$ cat src/design/opsc_pkg.sv
// opsc_pkg: shared types, constants and the fixed pattern table for the
// opcode pattern and sled scanner; no dependencies
`default_nettype none

package opsc_pkg;

  // width of the internal file position counter (outputs carry the low 32 bits)
  localparam int OFFSET_BITS   = 32;
  // number of table entries that take part in matching (1..TABLE_SIZE)
  localparam int PATTERN_COUNT = 17;

  localparam int TABLE_SIZE    = 17;
  localparam int HIST_BYTES    = 4;
  localparam int WINDOW_BITS   = 8 * (HIST_BYTES + 1);
  localparam int CFG_DATA_BITS = 17;
  localparam int CFG_IDX_BITS  = 2;

  localparam logic [2:0] FILL_MAX = 3'(HIST_BYTES);

  // register indexes of the configuration port
  typedef enum logic [CFG_IDX_BITS-1:0] {
    CFG_PATTERN_ENABLE  = 2'd0,
    CFG_SLED_BYTE       = 2'd1,
    CFG_MIN_SLED_LENGTH = 2'd2
  } cfg_index_t;

  localparam logic [TABLE_SIZE-1:0] PATTERN_ENABLE_RST  = 17'h1ffff;
  localparam logic [7:0]            SLED_BYTE_RST       = 8'h90;
  localparam logic [15:0]           MIN_SLED_LENGTH_RST = 16'd8;

  // pattern bytes in file order, newest byte in the low bits
  localparam logic [WINDOW_BITS-1:0] PAT_VALUE [TABLE_SIZE] = '{
    40'h00_0000_cd20, 40'h00_0000_cd21, 40'h00_0000_cd13, 40'h00_0000_cd10,
    40'h00_0000_cd16, 40'h00_0000_cd80, 40'h00_0000_0f05, 40'h00_0000_0f34,
    40'h00_0000_00cc, 40'h00_0000_ebfe, 40'h00_0055_8bec, 40'h00_5548_89e5,
    40'he8_0000_0000, 40'h00_0000_31c0, 40'h00_0000_0fa2, 40'h00_0000_0f31,
    40'h00_5045_0000
  };

  // pattern lengths in bytes
  localparam logic [2:0] PAT_LEN [TABLE_SIZE] = '{
    3'd2, 3'd2, 3'd2, 3'd2, 3'd2, 3'd2, 3'd2, 3'd2,
    3'd1, 3'd2, 3'd3, 3'd4, 3'd5, 3'd2, 3'd2, 3'd2,
    3'd4
  };

  typedef struct packed {
    logic [7:0] data_byte;
    logic       last_byte;
  } in_t;

  typedef struct packed {
    logic [31:0]           byte_offset;
    logic [TABLE_SIZE-1:0] hit_mask;
    logic                  sled_found;
    logic [31:0]           sled_start;
    logic [31:0]           sled_length;
    logic [15:0]           sled_total;
    logic                  stream_end;
  } out_t;

  // byte mask covering the newest len bytes of the window
  function automatic logic [WINDOW_BITS-1:0] pat_mask(input logic [2:0] len);
    logic [WINDOW_BITS-1:0] m;
    m = '0;
    for (int k = 0; k < HIST_BYTES + 1; k++) begin
      if (3'(k) < len) begin
        m[8*k +: 8] = 8'hff;
      end
    end
    return m;
  endfunction

endpackage

`default_nettype wire

$ cat src/design/opcode_pattern_and_sled_scanner_core.sv
// opcode_pattern_and_sled_scanner_core: top level of the byte signature scanner
// depends on opsc_pkg and opsc_matcher
`default_nettype none

// Scans a file presented one byte per transfer on in_data, with last_byte set
// on the final byte. Every accepted byte produces exactly one result transfer
// on out_data, in order: the byte's offset, a mask of the enabled table
// patterns (1 to 5 bytes) that end on it, and a sled report when a run of
// sled_byte of at least min_sled_length bytes closes on it (the first
// different byte closes a run, and so does the final byte of the file).
// Throughput is one byte per clock while out_stall stays low, and each
// result is registered on its way out. The pattern compare and the history/run/
// position update are a single register-to-register step, which is what sets
// the one-byte-per-clock figure. A two-entry output (result register plus
// skid register) lets a byte be taken in the same cycle the previous result
// is still held by out_stall; in_stall rises only once the skid is full.
// After the final byte all scan state (history, offset, run, sled count)
// returns to zero; configuration registers keep their values and are to be
// written only while no transfer is pending.

module opcode_pattern_and_sled_scanner_core (
  input  wire logic                                clk,
  input  wire logic                                rst,
  // configuration write port
  input  wire logic                                cfg_write,
  input  wire logic [opsc_pkg::CFG_IDX_BITS-1:0]   cfg_index,
  input  wire logic [opsc_pkg::CFG_DATA_BITS-1:0]  cfg_data,
  // byte input channel
  input  wire logic                                in_valid,
  output logic                                     in_stall,
  input  wire opsc_pkg::in_t                       in_data,
  // result channel
  output logic                                     out_valid,
  input  wire logic                                out_stall,
  output opsc_pkg::out_t                           out_data
);

  // configuration registers
  logic [opsc_pkg::TABLE_SIZE-1:0] pattern_enable;
  logic [7:0]                      sled_byte;
  logic [15:0]                     min_sled_length;

  // scan state
  logic [8*opsc_pkg::HIST_BYTES-1:0] byte_history;
  logic [2:0]                        history_fill;
  logic [opsc_pkg::OFFSET_BITS-1:0]  position_counter;
  logic [31:0]                       run_length;
  logic [31:0]                       run_begin;
  logic [15:0]                       sled_counter;

  // output staging
  logic           skid_valid;
  opsc_pkg::out_t skid_data;

  // per-byte combinational results
  logic                                in_xfer;
  logic                                out_xfer;
  logic [opsc_pkg::OFFSET_BITS+31:0]   pos_wide;
  logic [31:0]                         pos32;
  logic                                is_sled;
  logic [31:0]                         run_length_next;
  logic [31:0]                         run_begin_next;
  logic                                run_closes;
  logic [15:0]                         min_len;
  logic                                found;
  logic [15:0]                         sled_counter_next;
  logic [opsc_pkg::TABLE_SIZE-1:0]     hits;
  opsc_pkg::out_t                      result;

  assign in_stall = skid_valid;
  assign in_xfer  = in_valid && !in_stall;
  assign out_xfer = out_valid && !out_stall;

  // pattern compare over {history, current byte}
  opsc_matcher u_matcher (
    .window   ({byte_history, in_data.data_byte}),
    .fill     (history_fill),
    .enable   (pattern_enable),
    .hit_mask (hits)
  );

  // offset reported as its low 32 bits, zero-extended when narrower
  assign pos_wide = {32'd0, position_counter};
  assign pos32    = pos_wide[31:0];

  // sled run tracking
  assign is_sled = (in_data.data_byte == sled_byte);
  assign min_len = (min_sled_length == 16'd0) ? 16'd1 : min_sled_length;

  always_comb begin
    run_length_next = run_length;
    run_begin_next  = run_begin;
    if (is_sled) begin
      if (run_length == 32'd0) begin
        run_begin_next = pos32;
      end
      if (run_length != 32'hffff_ffff) begin
        run_length_next = run_length + 32'd1;
      end
    end
  end

  // a run closes on the first other byte, or at the end of the file
  assign run_closes = (run_length_next != 32'd0) && (!is_sled || in_data.last_byte);
  assign found      = run_closes && (run_length_next >= {16'd0, min_len});
  assign sled_counter_next = (found && sled_counter != 16'hffff) ?
                             sled_counter + 16'd1 : sled_counter;

  always_comb begin
    result.byte_offset = pos32;
    result.hit_mask    = hits;
    result.sled_found  = found;
    result.sled_start  = found ? run_begin_next : 32'd0;
    result.sled_length = found ? run_length_next : 32'd0;
    result.sled_total  = sled_counter_next;
    result.stream_end  = in_data.last_byte;
  end

  // configuration writes
  always_ff @(posedge clk) begin
    if (rst) begin
      pattern_enable  <= opsc_pkg::PATTERN_ENABLE_RST;
      sled_byte       <= opsc_pkg::SLED_BYTE_RST;
      min_sled_length <= opsc_pkg::MIN_SLED_LENGTH_RST;
    end else if (cfg_write) begin
      unique case (cfg_index)
        opsc_pkg::CFG_PATTERN_ENABLE:  pattern_enable  <= cfg_data;
        opsc_pkg::CFG_SLED_BYTE:       sled_byte       <= cfg_data[7:0];
        opsc_pkg::CFG_MIN_SLED_LENGTH: min_sled_length <= cfg_data[15:0];
        default: ;
      endcase
    end
  end

  // scan state update, one byte per transfer
  always_ff @(posedge clk) begin
    if (rst) begin
      byte_history     <= '0;
      history_fill     <= '0;
      position_counter <= '0;
      run_length       <= '0;
      run_begin        <= '0;
      sled_counter     <= '0;
    end else if (in_xfer) begin
      if (in_data.last_byte) begin
        // end of file: everything starts over
        byte_history     <= '0;
        history_fill     <= '0;
        position_counter <= '0;
        run_length       <= '0;
        run_begin        <= '0;
        sled_counter     <= '0;
      end else begin
        byte_history <= {byte_history[8*opsc_pkg::HIST_BYTES-9:0], in_data.data_byte};
        if (history_fill < opsc_pkg::FILL_MAX) begin
          history_fill <= history_fill + 3'd1;
        end
        if (position_counter != '1) begin
          position_counter <= position_counter + opsc_pkg::OFFSET_BITS'(1);
        end
        run_length   <= run_closes ? 32'd0 : run_length_next;
        run_begin    <= run_closes ? 32'd0 : run_begin_next;
        sled_counter <= sled_counter_next;
      end
    end
  end

  // result register with skid stage
  always_ff @(posedge clk) begin
    if (rst) begin
      out_valid  <= 1'b0;
      skid_valid <= 1'b0;
    end else begin
      if (!out_valid || out_xfer) begin
        if (skid_valid) begin
          out_valid  <= 1'b1;
          skid_valid <= 1'b0;
        end else begin
          out_valid <= in_xfer;
        end
      end else if (in_xfer) begin
        skid_valid <= 1'b1;
      end
    end
  end

  always_ff @(posedge clk) begin
    if (!out_valid || out_xfer) begin
      if (skid_valid) begin
        out_data <= skid_data;
      end else if (in_xfer) begin
        out_data <= result;
      end
    end else if (in_xfer) begin
      skid_data <= result;
    end
  end

  // the skid register only fills behind a held result
  a_skid_behind_out: assert property (@(posedge clk) disable iff (rst)
    skid_valid |-> out_valid)
    else $error("skid register holds a result while output is empty");

  // a reported sled always has a length of at least one
  a_found_has_length: assert property (@(posedge clk) disable iff (rst)
    (out_valid && out_data.sled_found) |-> (out_data.sled_length != 32'd0))
    else $error("sled reported with zero length");

  // the final byte of a file leaves all scan state cleared
  a_clear_after_last: assert property (@(posedge clk) disable iff (rst)
    (in_xfer && in_data.last_byte) |=>
      (history_fill == 3'd0 && position_counter == '0 &&
       run_length == 32'd0 && sled_counter == 16'd0))
    else $error("scan state not cleared after final byte");

  // a run in progress never has a start beyond the current position
  a_run_begin_bounded: assert property (@(posedge clk) disable iff (rst)
    (run_length != 32'd0) |-> (run_begin <= pos32))
    else $error("sled run start lies past the current offset");

endmodule

`default_nettype wire

$ cat src/design/opsc_matcher.sv
// opsc_matcher: compares the five-byte window against the fixed pattern table
// depends on opsc_pkg
`default_nettype none

module opsc_matcher (
  input  wire logic [opsc_pkg::WINDOW_BITS-1:0] window,
  input  wire logic [2:0]                       fill,
  input  wire logic [opsc_pkg::TABLE_SIZE-1:0]  enable,
  output logic      [opsc_pkg::TABLE_SIZE-1:0]  hit_mask
);

  logic [3:0]                      seen;
  logic [opsc_pkg::TABLE_SIZE-1:0] raw_hit;

  // bytes available: the history plus the current one
  assign seen = {1'b0, fill} + 4'd1;

  always_comb begin
    raw_hit = '0;
    for (int i = 0; i < opsc_pkg::TABLE_SIZE; i++) begin
      if (i < opsc_pkg::PATTERN_COUNT) begin
        raw_hit[i] = (seen >= {1'b0, opsc_pkg::PAT_LEN[i]}) &&
                     ((window & opsc_pkg::pat_mask(opsc_pkg::PAT_LEN[i]))
                       == opsc_pkg::PAT_VALUE[i]);
      end
    end
  end

  assign hit_mask = raw_hit & enable;

endmodule

`default_nettype wire

$ cat config.mk
export PLATFORM = sky130hd
export DESIGN_NAME = opcode_pattern_and_sled_scanner_core
export DESIGN_NICKNAME = d
export VERILOG_FILES = /design/src/design/opsc_pkg.sv /design/src/design/opcode_pattern_and_sled_scanner_core.sv /design/src/design/opsc_matcher.sv
export SDC_FILE = /design/constraint.sdc
export NUM_CORES = 1
export LEC_CHECK = 0
export BUFFER_PORTS_ARGS = -buffer_cell sky130_fd_sc_hd__buf_2
export CAP_MARGIN = 20
export CORE_MARGIN = 3
export CORE_UTILIZATION = 61
export CTS_BUF_LIST = sky130_fd_sc_hd__clkbuf_16
export CTS_CLUSTER_DIAMETER = 80
export DETAILED_ROUTE_END_ITERATION = 10
export PLACE_DENSITY = 0.92
export SETUP_SLACK_MARGIN = 0.02
export SYNTH_ARGS = -nofsm -noshare
export SYNTH_HDL_FRONTEND = slang
export SYNTH_SLANG_ARGS = --single-unit
$ cat constraint.sdc
create_clock -name clk -period 17.1 [get_ports clk]
set_clock_uncertainty 0.2 [all_clocks]
set_input_delay 0 -clock clk [delete_from_list [all_inputs] [get_ports clk]]
set_output_delay 0 -clock clk [all_outputs]
set_load 0.005 [all_outputs]
==> impl_metrics.ini, run 1 <==
[status]
outcome = finished, final reports clean

[logic_synthesis]
yosys.area_share.simple = 0.190
yosys_warnings = 0
yosysMostFrequentCell = edfxtp_1
synth_top_family_by_area = simple AND/OR/NAND/NOR gates
synth_xor_area_frac = 0.0293
synthCells = 1947
synth.largest_area_cell = edfxtp_1
synth_flop_cell = edfxtp_1
synthDominantCellAreaShare = 0.381
seq_area_frac_synth = 0.565
synth.area.mux_share = 0.0632
synthTopCellsByArea = edfxtp_1 (38%), dfxtp_1 (18%), nand2_1 (4.7%)
synth_compound_area_frac = 0.0962
synth.distinct_cells = 82
synthAdderAreaFrac = 0.0133
synth_top_cells_by_count = edfxtp_1 (262), nand2_1 (257), dfxtp_1 (190)
ys_ff_latch = 452
async_flop_share = 0
synth_fp_nets = 2002
avgSynthCellArea_um2 = 10.6
synth_area_mm2 = 0.0207
synth-edff-count = 262

[sta]
tightest_slew_ns = 1.12
setup_viol = 0
grt_setup_unrepaired = false
finalCriticalPeriod_ns = 6.40
fin_tns_setup_ns = 0
hold_violations = 0
max_slew_margin = 0.253
timing.final.crit_share = 0.374
fmax_mhz = 156
drv_slew = 0

[detailed_routing]
viasPerCell = 6.30
wl_per_cell_um = 21.1
dr.pass1.iters = 6
highest-signal-layer = met5
first_iter_violations = 1885
wl_mm = 54.4
ant_nets = 0
drcViolationCount = 0
met3WireLength_mm = 4.85
met1Wirelength_mm = 21.4
wl_met2_mm = 26.4
num_vias = 16200

[cts]
post_cts_buffers = 0
cts_tree = built
cts_buffers = 46
clock-sinks = 452
cts_resized = 0
insertion_delay_ns = 0.57
htree_levels = 2
cts.path.max_buffers = 3
cts-root-buf = clkbuf_16
cts.clk_slew.worst_paths_ns = 0.07

[setup_path]
start_kind = flop
r2r_slack_ns = 10.70
worst_ep_arrival_time_ns = 6.49
crit_required_ns = 17.20
crit_type = reg -> reg
endpoint_kind = flop
critPathMaxFanout = 79

[placed_design]
gp_congestion = 0.968
io_buffers = 165
hpwl_mm = 32.2

[die]
io-pin-count = 166
std_cell_rows = 66
die_h_um = 190
die_area_mm2 = 0.0361
coreArea_mm2 = 0.0329
start_util = 0.627
fp.dieW_um = 190

[global_routing]
grt_usage = 0.297
antenna_found_initial = 1
grt_pass1_vias = 15900
grt_pass1_wl_mm = 86.5
grt_max_degree = 104
overflow = 0

[pwr]
peakVddDrop_v = 0.0000721
leakage_uw = 0.00873
power_density_mw_per_mm2 = 97.8

[layout]
area_growth_pct = 14.5
final_util = 0.718
fin_nets = 2149
drive_gt1_frac = 0.174

[hold_path]
min_path_type = in -> reg

[job]
cap_viol_max_count = 0
per-stage QoR:
stage               setup slack (ns)  hold slack [ns]  power (uW)  cell area, um2  std cells
floorplan                       8.83           -0.101        1280           20700       1947
global placement               11.25           0.0421        1320           21600       2434
detailed placement             10.95           0.0467        1320           21600       2434
CTS                            10.83           0.0377        2310           23700       2574
global route                   10.41           0.0866        2380           23700       2574
finish                         10.70           0.0716        2310           23700       2575
where the power goes:
group	internal, uW	total [uW]	switching (uW)
clock	565	997	432
combinational	44.2	121	76.4
sequential	1180	1200	16.2
total	1790	2310	524
path summary, 6_finish.rpt:
kind,start,to,cells past startpoint
max reg2reg,run_length[0],skid_data[10],18
min,cfg_data[14],min_sled_length[14],4
min reg2reg,byte_history[28],byte_history[28],2
max,run_length[0],skid_data[10],18
per-layer routing:
layer / vias to the layer above / GRT usage
met5: - / 0
met4: 2 / 0.0967
met3: 158 / 0.0466
met2: 969 / 0.499
met1: 7730 / 0.397
li1: 7355 / -
flip-flops by register name, indices dropped and copies added (netlist names):
signal           flops
in_stall             1
history_fill         3
pattern_enable      17
out_data           131
sled_byte            8
skid_data          131
sled_counter        16
byte_history        32
out_valid            1
run_length          32
run_begin           32
pos32               32
min_sled_length     16
timing repair:
action	4_1_cts	5_1_grt
hold buffers	54	0
endpoints found under the setup margin	0	0
hold endpoints to repair	202	0
cell usage in the layout (no fill, tap or decap), drive strengths merged, types with 7 or more instances in the layout:
cell type and count:
mux2 65, nor2b 14, nor3 35, nor2 175, xnor2 35, clkbuf 47
a21oi 77, or3 19, and2 24, o31ai 57, and4 19, edfxtp 262
or2 10, clkinv 18, o211ai 8, nand2b 7, ha 22, dfxtp 190
nand3 52, o21ai 65, a32oi 16, and3 26, nand3b 39, xor2 34
or4 12, mux2i 54, inv 81, a211o 8, nor4 27, nand2 257
nand4 43, buf 186, dlygate4sd3 54, a31oi 15
layout make-up:
cell class	count	area, um2
tap	442	553
clock buffer	47	1180
antenna	1	2.50
fill	2216	9290
inverter	66	248
sequential	452	11700
timing repair buffer	240	1520
multi-input combinational	1288	8150
clock inverter	39	329
kinds of logic after synthesis:
kind of cell | count (synthesis)
AOI/OAI and AO/OA | 301
xor gates and xnor gates | 69
adders and majority gates | 22
buffers and inverters | 207
DFF | 452
muxes | 119
and+or+nand+nor | 777
critical path, stage by stage, from the launching register on:
cell and delay (ns):
dfxtp_1 0.38, ha_1 0.30, and3_1 0.26, and3_1 0.27
and4_1 0.28, nor2_1 0.70, xnor2_1 0.27, ha_1 0.36
nand2b_1 0.15, a21o_1 0.17, a21o_1 0.17, a211oi_1 0.27
o21a_1 0.16, o211ai_1 0.21, nand3_1 0.17, o22a_4 0.52
buf_4 0.74, nor4_1 0.20, or2_2 0.34
No activity file was read; power rests on OpenSTA's default activity.
==> run 2, diff against run 1 <==
--- a/config.mk
+++ b/config.mk
@@ -5,14 +5,15 @@
 export SDC_FILE = /design/constraint.sdc
 export NUM_CORES = 1
 export LEC_CHECK = 0
+export ABC_AREA = 1
 export BUFFER_PORTS_ARGS = -buffer_cell sky130_fd_sc_hd__buf_2
 export CAP_MARGIN = 20
 export CORE_MARGIN = 3
-export CORE_UTILIZATION = 61
+export CORE_UTILIZATION = 54
 export CTS_BUF_LIST = sky130_fd_sc_hd__clkbuf_16
 export CTS_CLUSTER_DIAMETER = 80
 export DETAILED_ROUTE_END_ITERATION = 10
-export PLACE_DENSITY = 0.92
+export PLACE_DENSITY = 0.87
 export SETUP_SLACK_MARGIN = 0.02
 export SYNTH_ARGS = -nofsm -noshare
 export SYNTH_HDL_FRONTEND = slang
==> constraint.sdc (replaced) <==
create_clock -name clk -period 5.4 [get_ports clk]
set_clock_uncertainty 0.2 [all_clocks]
set_input_delay 0 -clock clk [delete_from_list [all_inputs] [get_ports clk]]
set_output_delay 0 -clock clk [all_outputs]
set_load 0.005 [all_outputs]
==> impl_metrics.ini, run 2 <==
[detailed_routing]
viasPerCell = 5.58
drcViolationCount = 0
ant_nets = 0
first_iter_violations = 1768
num_vias = 18000
wl_per_cell_um = 17.3
dr.pass1.iters = 9
wl_mm = 56.0

[layout]
drive_gt1_frac = 0.116
stdcell_count = 3233
multiInputGateArea_mm2 = 0.00774
final_common_cell = nand2_1
final_util = 0.640
reg.largest.list = out_data (131), skid_data (131)
area_growth_pct = 16.5
fin_nets = 2739
final_cell_area_mm2 = 0.0242
n_antenna_cell = 0
fill_cells = 3011
final_cell_mix = nand2_1 (868), edfxtp_1 (262), inv_1 (239)
seqCellArea_mm2 = 0.0117

[setup_path]
start_kind = flop
crit_required_ns = 5.53
endpoint_kind = flop
reg2reg_to = out_data[73]
timing.rr.start = run_length[0]
worst_ep_arrival_time_ns = 5.01
crit_chain = ha_1 -> inv_1 -> nor2_2 -> nand2_2 -> nor2_4 -> nand2_1 -> nand3_1 -> nand2_1 -> inv_1 -> ha_1 -> nand2_1 -> inv_1 -> a221oi_1 -> o21ai_0 -> nand2_1 -> nand2_1 -> nand2_1 -> nand4_1 -> nand2_4 -> buf_4 -> nor2_2 -> nand2_1 -> nand2_1
crit_type = reg -> reg
critical-path-max-stage-delay_ns = 0.46
r2r_slack_ns = 0.52
endpoint = out_data[73]
slowest_stage = nand2_1
cpMostUsedCell = nand2_1
worst-r2r-cell-count = 23
critPathMaxFanout = 24
startpoint = run_length[0]

[pwr]
intPower_uw = 5760
power_density_mw_per_mm2 = 308
leakage_uw = 0.00932
power.share.clock = 0.440
combPwrFrac = 0.054
p_switching_uw = 1700
switching_share = 0.227
power_frac_seq = 0.507
peakVddDrop_v = 0.000234

[die]
io-pin-count = 166
fp.dieW_um = 202
die_h_um = 202
die_area_mm2 = 0.0408
coreArea_mm2 = 0.0378
std_cell_rows = 71
start_util = 0.550

[sta]
timing.final.crit_share = 0.903
max_slew_margin = 0.257
finalCriticalPeriod_ns = 4.88
grt_setup_unrepaired = false
fmax_mhz = 205
hold_violations = 0
tightest_slew_ns = 1.11
whs_ns = 0.0658
fin_tns_setup_ns = 0
drv_slew = 0
setup_viol = 0

[logic_synthesis]
synth.distinct_cells = 37
synth_top_cells_by_count = nand2_1 (870), edfxtp_1 (262), inv_1 (231)
synth_flop_cell = edfxtp_1
synth_area_mm2 = 0.0208
synthDominantCellAreaShare = 0.379
async_flop_share = 0
synthTopCellsByArea = edfxtp_1 (38%), dfxtp_1 (18%), nand2_1 (16%)
synth.largest_area_cell = edfxtp_1
avgSynthCellArea_um2 = 8.32
yosys_warnings = 0
seq_area_frac_synth = 0.562
synth-edff-count = 262
synth_fp_nets = 2548
ys_ff_latch = 452
yosysMostFrequentCell = nand2_1
synthCells = 2493

[cts]
cts_buffers = 47
cts.path.max_buffers = 3
htree_levels = 2
insertion_delay_ns = 0.59
cts_resized = 0
cts_tree = built
cts.clk_slew.worst_paths_ns = 0.06
cts-root-buf = clkbuf_16
clock-sinks = 452

[global_routing]
grt_pass1_wl_mm = 89.5
overflow = 0
grt_usage = 0.270
grt_pass1_vias = 17100
grt_max_degree = 110
antenna_found_initial = 0

[hold_path]
hold_depth = 4
min_path_type = in -> reg

[job]
cap_viol_max_count = 0

[status]
outcome = finished, final reports clean

[placed_design]
hpwl_mm = 37.5
io_buffers = 165
gp_congestion = 0.960
placed_area_mm2 = 0.0220
dp.cells = 3081
run 2: final cells by class:
cell class                 count  area share
sequential                   452       0.483
multi-input combinational   1695       0.320
timing repair buffer         250      0.0684
clock buffer                  49      0.0507
inverter                     238      0.0371
tap                          511      0.0265
clock inverter                38      0.0141
run 2: what timing repair did:
item / 4_1_cts / 5_1_grt
setup buffers: 0 / 0
hold buffers: 65 / 0
endpoints found under the hold margin: 195 / 0
run 2: power by group through the flow:
stage	clock, uW	sequential (uW)	combinational [uW]
6_report	3280	3780	401
5_1_grt	3450	3780	437
4_1_cts	3310	3780	397
3_5_place_dp	0	3850	365
3_3_place_gp	0	3850	356
2_1_floorplan	0	3850	200
run 2: worst min-delay path by stage:
stage / endpoint / slack (ns) / startpoint
final: pattern_enable[1] / 0.07 / cfg_data[1]
after CTS: pattern_enable[7] / 0.01 / cfg_data[7]
after detailed placement: pattern_enable[15] / 0.05 / cfg_data[15]
after global routing: pattern_enable[4] / 0.06 / cfg_data[4]
after floorplan: skid_data[0] / -0.10 / in_data[0]
after global placement: pattern_enable[15] / 0.06 / cfg_data[15]
run 2: critical path: cells and delay by family, from the launching register on:
kind,cells,cell delay (ns)
DFF,1,0.40
buffers and inverters,4,0.60
AOI/OAI and AO/OA,2,0.50
and+or+nand+nor,15,2.36
adders and majority gates,2,0.52
run 2: metrics by stage:
stage | power, uW | setup WS (ns)
global route | 7670 | 0.0923
detailed placement | 4220 | 0.637
finish | 7460 | 0.523
CTS | 7480 | 0.619
floorplan | 4050 | 0.182
global placement | 4200 | 0.836
run 2: layer usage:
metal  part of all wire  up-vias  global-route usage
li1                   -     8597                   -
met4              0.033        0              0.0992
met3              0.078      134              0.0383
met2               0.48      866               0.450
met5                  0        -                   0
met1               0.41     8431               0.362
run 2: logic make-up after synthesis:
kind of cell               synth area share
and+or+nand+nor                       0.267
DFF                                   0.562
buffers and inverters                0.0666
AOI/OAI and AO/OA                    0.0824
adders and majority gates            0.0133
xor gates and xnor gates            0.00844
